--- src/sv/tvgp_pkg.sv ---
// Shared types, constants and the field classifier for the group packer.
// No dependencies; the front, queue, back and top files import this package.
package tvgp_pkg;

   localparam int unsigned GROUP_FIELDS = 4;
   localparam int unsigned QUEUE_DEPTH  = 4;
   localparam int unsigned QPTR_W       = $clog2(QUEUE_DEPTH);

   typedef enum logic [1:0] {
      KIND_SIGNED   = 2'd0,
      KIND_UNSIGNED = 2'd1,
      KIND_BIASED   = 2'd2,
      KIND_UNUSED   = 2'd3
   } kind_type;

   typedef enum logic [1:0] {
      CODE_COMMON = 2'd0,
      CODE_BYTE   = 2'd1,
      CODE_HALF   = 2'd2,
      CODE_WORD   = 2'd3
   } size_code_type;

   // One classified field as it travels from the front to the back.
   typedef struct packed {
      logic          used;
      size_code_type code;
      logic [31:0]   value;
      logic          last;
   } field_entry_type;

   function automatic size_code_type size_code(input logic [1:0] kind, input logic [31:0] v);
      logic [31:0]   common;
      size_code_type code;
      common = (kind == KIND_BIASED) ? 32'd1 : 32'd0;
      if (v == common) begin
         code = CODE_COMMON;
      end else if (kind == KIND_SIGNED) begin
         if (v[31:7] == {25{v[31]}}) begin
            code = CODE_BYTE;
         end else if (v[31:15] == {17{v[31]}}) begin
            code = CODE_HALF;
         end else begin
            code = CODE_WORD;
         end
      end else begin
         if (v[31:8] == 24'd0) begin
            code = CODE_BYTE;
         end else if (v[31:16] == 16'd0) begin
            code = CODE_HALF;
         end else begin
            code = CODE_WORD;
         end
      end
      return code;
   endfunction

   // Index of the final data byte for a nonzero size code.
   function automatic logic [1:0] last_byte_idx(input size_code_type code);
      logic [1:0] idx;
      unique case (code)
         CODE_BYTE: idx = 2'd0;
         CODE_HALF: idx = 2'd1;
         CODE_WORD: idx = 2'd3;
         default:   idx = 2'd0;
      endcase
      return idx;
   endfunction

endpackage

--- src/sv/tvgp_front.sv ---
// Input side: accepts fields and classifies each into a size code.
// Depends on tvgp_pkg; pushes classified entries into tvgp_queue.
module tvgp_front import tvgp_pkg::*; (
   input  logic            clock,
   input  logic            reset,
   input  logic            req_valid,
   output logic            req_stall,
   input  logic [1:0]      req_kind,
   input  logic [31:0]     req_value,
   input  logic            req_last,
   input  logic            q_full,
   output logic            q_push,
   output field_entry_type q_entry
);

   logic seen_ff, seen_in;

   // Hold off input until the seen register has been set after reset.
   assign seen_in   = 1'b1;
   assign req_stall = q_full | ~seen_ff;
   assign q_push    = req_valid & ~req_stall;

   always_comb begin
      q_entry.used  = (req_kind != KIND_UNUSED);
      q_entry.code  = size_code(req_kind, req_value);
      q_entry.value = req_value;
      q_entry.last  = req_last;
   end

   always_ff @(posedge clock) begin
      if (reset) begin
         seen_ff <= 1'b0;
      end else begin
         seen_ff <= seen_in;
      end
   end

endmodule

--- src/sv/tvgp_queue.sv ---
// Short queue of classified fields between front and back.
// Depends on tvgp_pkg for the entry type and depth.
module tvgp_queue import tvgp_pkg::*; (
   input  logic            clock,
   input  logic            reset,
   input  logic            push,
   input  field_entry_type push_entry,
   output logic            full,
   input  logic            pop,
   output logic            nonempty,
   output field_entry_type head
);

   field_entry_type slot_ff [QUEUE_DEPTH];
   logic [QPTR_W-1:0] wr_ptr_ff, wr_ptr_in;
   logic [QPTR_W-1:0] rd_ptr_ff, rd_ptr_in;
   logic [QPTR_W:0]   count_ff, count_in;
   logic              do_push, do_pop;

   assign full     = (count_ff == (QPTR_W+1)'(QUEUE_DEPTH));
   assign nonempty = (count_ff != '0);
   assign head     = slot_ff[rd_ptr_ff];
   assign do_push  = push & ~full;
   assign do_pop   = pop & nonempty;

   always_comb begin
      wr_ptr_in = do_push ? wr_ptr_ff + 1'b1 : wr_ptr_ff;
      rd_ptr_in = do_pop  ? rd_ptr_ff + 1'b1 : rd_ptr_ff;
      count_in  = count_ff;
      if (do_push && !do_pop) begin
         count_in = count_ff + 1'b1;
      end else if (do_pop && !do_push) begin
         count_in = count_ff - 1'b1;
      end
   end

   always_ff @(posedge clock) begin
      if (do_push) begin
         slot_ff[wr_ptr_ff] <= push_entry;
      end
   end

   always_ff @(posedge clock) begin
      if (reset) begin
         wr_ptr_ff <= '0;
         rd_ptr_ff <= '0;
         count_ff  <= '0;
      end else begin
         wr_ptr_ff <= wr_ptr_in;
         rd_ptr_ff <= rd_ptr_in;
         count_ff  <= count_in;
      end
   end

endmodule

--- src/sv/tvgp_back.sv ---
// Output side: collects fields into a group, then serializes the
// descriptor and data bytes one per cycle unless rsp is stalled. Depends on tvgp_pkg.
module tvgp_back import tvgp_pkg::*; (
   input  logic            clock,
   input  logic            reset,
   input  logic            q_nonempty,
   input  field_entry_type q_head,
   output logic            q_pop,
   output logic            rsp_valid,
   input  logic            rsp_stall,
   output logic [7:0]      rsp_out_byte,
   output logic            rsp_run_last,
   output logic            rsp_record_last
);

   typedef enum logic [2:0] {
      ST_COLLECT = 3'b001,
      ST_DESC    = 3'b010,
      ST_DATA    = 3'b100
   } back_state_type;

   back_state_type state_ff, state_in;
   logic [1:0]  cnt_ff, cnt_in;
   logic [7:0]  desc_ff, desc_in;
   logic        rec_last_ff, rec_last_in;
   logic [31:0] val_ff [GROUP_FIELDS];
   logic [1:0]  cur_slot_ff, cur_slot_in;
   logic [1:0]  cur_byte_ff, cur_byte_in;

   logic        out_valid_ff, out_valid_in;
   logic [7:0]  out_byte_ff, out_byte_in;
   logic        out_run_ff, out_run_in;
   logic        out_rec_ff, out_rec_in;

   logic        out_free;
   logic        load;
   logic        take;
   logic        close;
   logic [3:0]  data_mask;
   logic        nxt_found;
   logic [1:0]  nxt_slot;
   logic [2:0]  search_from;
   size_code_type cur_code;

   // Slots that carry data bytes; unfilled slots keep code zero.
   always_comb begin
      for (int s = 0; s < GROUP_FIELDS; s++) begin
         data_mask[s] = (desc_ff[2*s +: 2] != CODE_COMMON);
      end
   end

   assign cur_code    = size_code_type'(desc_ff[{cur_slot_ff, 1'b0} +: 2]);
   assign search_from = (state_ff == ST_DESC) ? 3'd0 : {1'b0, cur_slot_ff} + 3'd1;

   always_comb begin
      nxt_found = 1'b0;
      nxt_slot  = '0;
      for (int s = GROUP_FIELDS - 1; s >= 0; s--) begin
         if (data_mask[s] && (3'(s) >= search_from)) begin
            nxt_found = 1'b1;
            nxt_slot  = 2'(s);
         end
      end
   end

   assign out_free = ~out_valid_ff | ~rsp_stall;
   assign take     = (state_ff == ST_COLLECT) & q_nonempty;
   assign q_pop    = take;
   assign close    = (q_head.used && ({1'b0, cnt_ff} + 3'd1 >= 3'(GROUP_FIELDS)))
                     || q_head.last;

   always_comb begin
      state_in    = state_ff;
      cnt_in      = cnt_ff;
      desc_in     = desc_ff;
      rec_last_in = rec_last_ff;
      cur_slot_in = cur_slot_ff;
      cur_byte_in = cur_byte_ff;
      load        = 1'b0;
      out_byte_in = out_byte_ff;
      out_run_in  = out_run_ff;
      out_rec_in  = out_rec_ff;

      unique case (state_ff)
         ST_COLLECT: begin
            if (take) begin
               if (q_head.used) begin
                  desc_in = desc_ff | (8'(q_head.code) << {cnt_ff, 1'b0});
                  cnt_in  = cnt_ff + 1'b1;
               end
               if (close) begin
                  rec_last_in = q_head.last;
                  state_in    = ST_DESC;
               end
            end
         end
         ST_DESC: begin
            if (out_free) begin
               load        = 1'b1;
               out_byte_in = desc_ff;
               out_run_in  = ~nxt_found;
               out_rec_in  = ~nxt_found & rec_last_ff;
               cur_slot_in = nxt_slot;
               cur_byte_in = '0;
               state_in    = nxt_found ? ST_DATA : ST_COLLECT;
            end
         end
         ST_DATA: begin
            if (out_free) begin
               load        = 1'b1;
               out_byte_in = val_ff[cur_slot_ff][{cur_byte_ff, 3'b000} +: 8];
               if (cur_byte_ff != last_byte_idx(cur_code)) begin
                  cur_byte_in = cur_byte_ff + 1'b1;
                  out_run_in  = 1'b0;
                  out_rec_in  = 1'b0;
               end else begin
                  cur_slot_in = nxt_slot;
                  cur_byte_in = '0;
                  out_run_in  = ~nxt_found;
                  out_rec_in  = ~nxt_found & rec_last_ff;
                  if (!nxt_found) begin
                     state_in = ST_COLLECT;
                  end
               end
            end
         end
         default: begin
            state_in = ST_COLLECT;
         end
      endcase

      // Clear the group once its final byte is loaded.
      if (load && out_run_in) begin
         cnt_in  = '0;
         desc_in = '0;
      end
   end

   assign out_valid_in = load ? 1'b1 : (out_valid_ff & rsp_stall);

   always_ff @(posedge clock) begin
      if (take && q_head.used) begin
         val_ff[cnt_ff] <= q_head.value;
      end
      if (load) begin
         out_byte_ff <= out_byte_in;
         out_run_ff  <= out_run_in;
         out_rec_ff  <= out_rec_in;
      end
      cur_slot_ff <= cur_slot_in;
      cur_byte_ff <= cur_byte_in;
      rec_last_ff <= rec_last_in;
   end

   always_ff @(posedge clock) begin
      if (reset) begin
         state_ff     <= ST_COLLECT;
         cnt_ff       <= '0;
         desc_ff      <= '0;
         out_valid_ff <= 1'b0;
      end else begin
         state_ff     <= state_in;
         cnt_ff       <= cnt_in;
         desc_ff      <= desc_in;
         out_valid_ff <= out_valid_in;
      end
   end

   assign rsp_valid       = out_valid_ff;
   assign rsp_out_byte    = out_byte_ff;
   assign rsp_run_last    = out_run_ff;
   assign rsp_record_last = out_rec_ff;

endmodule

--- src/sv/tagged_varint_group_packer.sv ---
// Channel   Direction  Ports                                   Moves
// req       in         req_valid/req_stall, kind,value,last    one field per transaction
// rsp       out        rsp_valid/rsp_stall, out_byte,run_last,  one packed byte per
//                      record_last                             transaction
//
// A field enters the queue in the cycle it is accepted; the back takes one
// field per cycle while collecting a group and the queue is nonempty. Closing
// a group emits a descriptor byte and 0..16 data bytes, one per cycle unless
// rsp is stalled. Reset is synchronous and active high; input stays stalled
// after it until the front's seen flag is set. A four-entry queue lets the
// front accept fields while the back is stalled. Depends on tvgp_pkg,
// tvgp_front, tvgp_queue and tvgp_back.
module tagged_varint_group_packer import tvgp_pkg::*; (
   input  logic        clock,
   input  logic        reset,
   input  logic        req_valid,
   output logic        req_stall,
   input  logic [1:0]  req_kind,
   input  logic [31:0] req_value,
   input  logic        req_last,
   output logic        rsp_valid,
   input  logic        rsp_stall,
   output logic [7:0]  rsp_out_byte,
   output logic        rsp_run_last,
   output logic        rsp_record_last
);

   logic            q_full;
   logic            q_push;
   logic            q_pop;
   logic            q_nonempty;
   field_entry_type q_entry;
   field_entry_type q_head;

   tvgp_front u_front (
      .clock     (clock),
      .reset     (reset),
      .req_valid (req_valid),
      .req_stall (req_stall),
      .req_kind  (req_kind),
      .req_value (req_value),
      .req_last  (req_last),
      .q_full    (q_full),
      .q_push    (q_push),
      .q_entry   (q_entry)
   );

   tvgp_queue u_queue (
      .clock      (clock),
      .reset      (reset),
      .push       (q_push),
      .push_entry (q_entry),
      .full       (q_full),
      .pop        (q_pop),
      .nonempty   (q_nonempty),
      .head       (q_head)
   );

   tvgp_back u_back (
      .clock           (clock),
      .reset           (reset),
      .q_nonempty      (q_nonempty),
      .q_head          (q_head),
      .q_pop           (q_pop),
      .rsp_valid       (rsp_valid),
      .rsp_stall       (rsp_stall),
      .rsp_out_byte    (rsp_out_byte),
      .rsp_run_last    (rsp_run_last),
      .rsp_record_last (rsp_record_last)
   );

endmodule

--- config.mk ---
export PLATFORM = sky130hd
export DESIGN_NAME = tagged_varint_group_packer
export DESIGN_NICKNAME = d
export VERILOG_FILES = /design/src/sv/tvgp_pkg.sv /design/src/sv/tvgp_front.sv /design/src/sv/tvgp_queue.sv /design/src/sv/tvgp_back.sv /design/src/sv/tagged_varint_group_packer.sv
export SDC_FILE = /design/constraint.sdc
export NUM_CORES = 1
export LEC_CHECK = 0
export BUFFER_PORTS_ARGS = -buffer_cell sky130_fd_sc_hd__buf_2
export CORE_ASPECT_RATIO = 1.4
export CORE_UTILIZATION = 26
export DETAILED_ROUTE_END_ITERATION = 8
export PLACE_DENSITY = 0.37
export SETUP_SLACK_MARGIN = 0.5
export SLEW_MARGIN = 20
export SYNTH_ARGS = -nofsm -noshare
export SYNTH_HDL_FRONTEND = slang
export SYNTH_SLANG_ARGS = --single-unit
--- constraint.sdc ---
create_clock -name clock -period 7.45 [get_ports clock]
set_input_delay 0.3725 -clock clock [delete_from_list [all_inputs] [get_ports clock]]
set_output_delay 0.3725 -clock clock [all_outputs]
set_load 0.01 [all_outputs]
# Yosys cells after proc, flatten, opt, wreduce, memory -nomap -nowiden
# Memory sizes are Yosys's and may differ from the RTL's. A register that Yosys moved wholly into a read port is not among the register bits.
# Index checks and enable logic that the tools add are counted.
# totals
regBits	37
ramBits	272
output_inout_bits	12
n_memories	2
# memory_table
memory	depth	word_bits	rd	rd_ports_with_merged_regs	wr	line_no	rtl
u_queue.slot_ff	4	36	1	1	1	tvgp_queue.sv:14	field_entry_type slot_ff [QUEUE_DEPTH];
u_back.val_ff	4	32	1	1	1	tvgp_back.sv:26	logic [31:0] val_ff [GROUP_FIELDS];
# classes
n_addsub	8
order_cmp	5
eq_ne	18
shifts	3
muxes	59
bitwise_logic	15
n_reduce_logical	30
# ops
operator	n
2-bit two-way mux	19
32-bit equality test	1
32-bit by 6-bit indexed part select with 8-bit output	1
3-bit two-way mux	10
24-bit equality test	1
24-bit logical NOT	1
1-bit two-way mux	21
16-bit equality test	1
16-bit logical NOT	1
8-bit two-way mux	2
8-bit case mux with 2 select lines	1
2-bit case mux with 2 select lines	3
2-bit nonzero test	6
1-bit logical AND	9
3-bit case mux with 3 select lines	1
3-bit AND reduction	3
2-bit by 1-bit adder with 2-bit output, second input constant	4
2-bit by 1-bit != test with 1-bit output, second input constant	4
8-bit OR	1
4-bit AND reduction	2
8-bit by 4-bit indexed part select with 2-bit output	1
2-bit by 3-bit << shifter with 8-bit output	1
2-bit by 1-bit adder with 3-bit output, second input constant	2
1-bit AND	6
20 further kinds	36

# Depth between registers and ports, before layout
# logic_depth
ltp_word	14
depth_mapped	10
depth_no_buf	9

# Modules after synthesis
# A second synthesis with hierarchy kept.
# hier_totals
hier_cells	645
area_unflattened_um2	12635.9
# modules_own_cells
mod	n_inst	cells_per_inst	area_per_inst_um2	seq_area_each_um2
tvgp_back	1	328	6383.6	4614.4
tvgp_queue	1	236	5706.7	4504.3
tvgp_front	1	81	545.5	20.0

# Worst setup path before layout
# OpenSTA, ideal clock, no wires.
# synth_path
kind	register to register
from	reg (tool-made name)
to	mem u_back.val_ff[0][0], enable pin
setup_time_ps	392
arrival_ps	2152
required_ps	7058
setup_slack_ps	4906
path_stages_with_launch	7
synth_period_minus_slack_ps	2544
cell_sequence	dfxtp_1 -> buf_2 -> mux4_2 -> and3_1 -> clkbuf_1 -> buf_2 -> and2_1
# synth_lines
element	line_no
to (decl)	tvgp_back.sv:26

# Worst setup path in the final report
# layout_path
from	reg u_back.state_ff[0]
to	mem u_back.val_ff[1][8], enable pin
# layout_via
elab_chain_len	5
# layout_rtl
element	line_no	rtl
from (decl)	tvgp_back.sv:22	back_state_type state_ff, state_in;
from (signal assigned)	tvgp_back.sv:162	state_ff <= state_in;
3-bit by 1-bit equality test with 1-bit output	tvgp_back.sv:67	assign take = (state_ff == ST_COLLECT) & q_nonempty;
1-bit AND	tvgp_back.sv:67	
1-bit logical AND	tvgp_back.sv:142	if (take && q_head.used) begin
1-bit two-way mux	tvgp_back.sv:142	
1-bit two-way mux (implied by the code)	tvgp_back.sv:143	val_ff[cnt_ff] <= q_head.value;
# Every way passes these cells.

==> flow_summary.ini <==
[sta]
tightest_slew_ns = 0.922
fin_crit_ns = 2.41
post-route-period-util_pct = 32.4
max_freq_mhz = 414
hold_viol = 0
skew_ns = 0.00952
maxSlewViolCount = 0
rsz0062_at_grt = false
tns_ns = 0
slew_headroom_pct = 38.5
setup_viol = 0

[yosys]
yosys_most_used_dff = edfxtp_1
async_flop_share_pct = 0
synth_area_sq_um = 12300
synth_top_area_share_pct = 70.3
yosysSeqAreaShare_pct = 74.5
synth_enable_flop_cells = 287
ys_top_cells_by_area = edfxtp_1 70%, mux4_2 12%, dfxtp_1 4.2%
synth_nets = 667
synth-seq-cells = 313
yosys_warnings = 0
synth_area_per_cell_sq_um = 19.9
synth_area_leader_cell = edfxtp_1
syn_inst = 616
ys_types = 51

[grt]
first_global_vias = 6458
track_usage_pct = 11.6
gr-total-overflow = 0
antenna_found_initial = 0
grt_pass1_wl_mm = 41.0
grt_max_degree = 38

[cts]
cts_tree = done
numCtsBuffers = 31
cts.clk_slew.worst_paths_ns = 0.06
htreeDepth = 1
cts_sinks = 313
ctsResizeCount = 0
clock-root-buffer = clkbuf_16
clk_latency_ns = 0.56
cts_buffer_depth = 3

[detailed_routing]
wl_per_cell_um = 20.7
post-route-drc-count = 0
routed_via_density = 4.43
wl_mm = 27.3
drt_pass1_iterations = 6
drt_iter0_markers = 326
vias = 5866
ant_nets = 0

[pwr]
power_density_nw_per_um2 = 321
p_leak_nw = 4.51
vdd_drop_max_mv = 0.186

[die]
die_height_um = 259
core_sq_um = 46300
die_w_um = 186
io_pins = 51
fp-row-count = 93
start_util_pct = 26.5
dieArea_sq_um = 48000

[setup_path]
path_delay_family = simple AND/OR/NAND/NOR gates
cp-end-kind = register
worst_path_largest_cell_delay_ns = 0.54
crit_type = register to register
cp-start-kind = register
rrSetupSlack_ns = 5.04
ff2ff_path_depth = 4
path_depth = 4
r2r_start = u_back.state_ff[0]
critPathLaunch = u_back.state_ff[0]
r2r_end = u_back.val_ff[1][8]
required_ns = 7.64
endpoint = u_back.val_ff[1][8]
cp.arrival_ns = 2.60
crit_buf_inv = 1
critical_path.cell_chain = nor3b_1 -> and3_1 -> and2_1 -> buf_4
crit_path_max_fanout = 32
critical_path.slowest_cell = and3_1

[layout]
area_delta_synth_final_pct = 16.6
final_cells = 1324
drive_gt1_share_pct = 27.9
antennaDiodeCount = 0
final_nets = 734
fillers = 4571
fin_util_pct = 30.9

[run_status]
status = finished, final reports clean

[flow_run]
drv_cap = 0

[placement]
post-place-cells = 1266
hpwl_mm = 17.1
gp_congestion = 0.722
io_buffers = 50

[min_path]
worstHoldPathType = primary input to register
where the power goes:
group,switching [W],internal (W),total (W)
clock,0.000655,0.000933,0.00159
combinational,0.000453,0.000301,0.000754
sequential,0.0000695,0.00218,0.00225
total,0.00118,0.00342,0.00459
state kept, by name (all words and copies together), names as in the netlist, named ones only:
register / flops
u_queue.slot_ff: 144
u_back.val_ff: 128
u_back.desc_ff: 8
u_back.rsp_out_byte: 8
u_back.state_ff: 3
u_queue.count_ff: 3
u_back.cnt_ff: 2
u_back.cur_byte_ff: 2
u_back.cur_slot_ff: 2
u_queue.rd_ptr_ff: 2
u_queue.wr_ptr_ff: 2
u_back.rec_last_ff: 1
u_back.rsp_record_last: 1
u_back.rsp_run_last: 1
u_back.rsp_valid: 1
u_front.seen_ff: 1
logic make-up (layout without fill, tap and decap cells):
logic type / count (synthesis) / after routing / synth area share (%)
fa+ha+maj: 12 / 12 / 1.29
flops: 313 / 313 / 74.5
xor+xnor: 9 / 9 / 0.643
buf+inv: 39 / 130 / 1.29
simple gates: 102 / 102 / 4.36
mux: 96 / 96 / 14.9
compound gates: 45 / 45 / 2.99
area by class of cell:
| cell class | instances | area, sq um | share of cell area, % |
|---|---|---|---|
| Sequential cell | 313 | 9140 | 64.0 |
| Multi-Input combinational cell | 264 | 2970 | 20.8 |
| Tap cell | 617 | 772 | 5.40 |
| Inverter | 14 | 52.6 | 0.368 |
| Timing Repair Buffer | 59 | 320 | 2.24 |
| Clock inverter | 22 | 239 | 1.67 |
| Clock buffer | 35 | 791 | 5.53 |
how the worst min path moves through the flow:
stage	end	start	depth (start not counted)
CTS	u_queue.slot_ff[0][4]	req_value[3]	1
finish	u_queue.slot_ff[0][4]	req_value[3]	1
global placement	u_queue.count_ff[2]	u_queue.count_ff[2]	2
detailed placement	register	u_queue.rd_ptr_ff[1]	2
floorplan	u_queue.count_ff[2]	u_queue.count_ff[2]	2
global route	u_queue.slot_ff[1][3]	req_value[2]	1
per-layer routing:
layer  vias up  global-route usage, %  routed length (um)
met5         -                      0                   0
met4         0                   3.46                 473
met3        34                   1.67                 926
met2       104                   21.4               14700
met1      3071                   13.8               11300
li1       2657                      -                   -
timing repair:
item / CTS / global route
hold buffers: 1 / 0
setup buffers: 0 / 0
hold endpoints to repair: 4 / 0
cells in the mapped netlist (all sizes together), types with 2 or more instances:
cell type,n
a31oi,11
ha,11
clkbuf,14
mux2,12
buf,11
nor3,12
and3,2
nand4,5
xor2,3
and2,10
xnor2,6
nor3b,4
or3b,2
mux2i,16
dfxtp,26
nor2b,2
nor4,5
nand2,14
nor2,34
mux4,68
o21ai,7
a221o,9
o211ai,2
or3,4
o21a,2
edfxtp,287
a21oi,4
or4,3
inv,14
o31ai,3
metrics by stage:
step	hold WS (ns)	power [W]	setup WS, ns	area (sq um)
floorplan	0.467	0.00279	4.91	12300
global placement	0.479	0.00305	5.02	13200
detailed placement	0.510	0.00307	5.02	13300
CTS	0.00900	0.00468	4.99	14300
global route	0.0281	0.00480	4.85	14300
finish	0.0486	0.00459	5.04	14300
worst reg2reg max path: stages (launching register included):
cell and delay [ns]:
dfxtp_1 0.39, nor3b_1 0.44, and3_1 0.54, and2_1 0.20
buf_4 0.44
layout by cell type (no fill, tap or decap), drive strengths merged, types with 6 or more instances in the layout:
cell type / instances
nor2: 34
and2: 10
mux2i: 16
o21ai: 7
a221o: 9
mux4: 68
mux2: 12
clkinv: 13
clkbuf: 35
ha: 11
inv: 15
xnor2: 6
buf: 58
a31oi: 11
nor3: 12
dfxtp: 26
edfxtp: 287
nand2: 14
(Power assumes the default switching activity.)
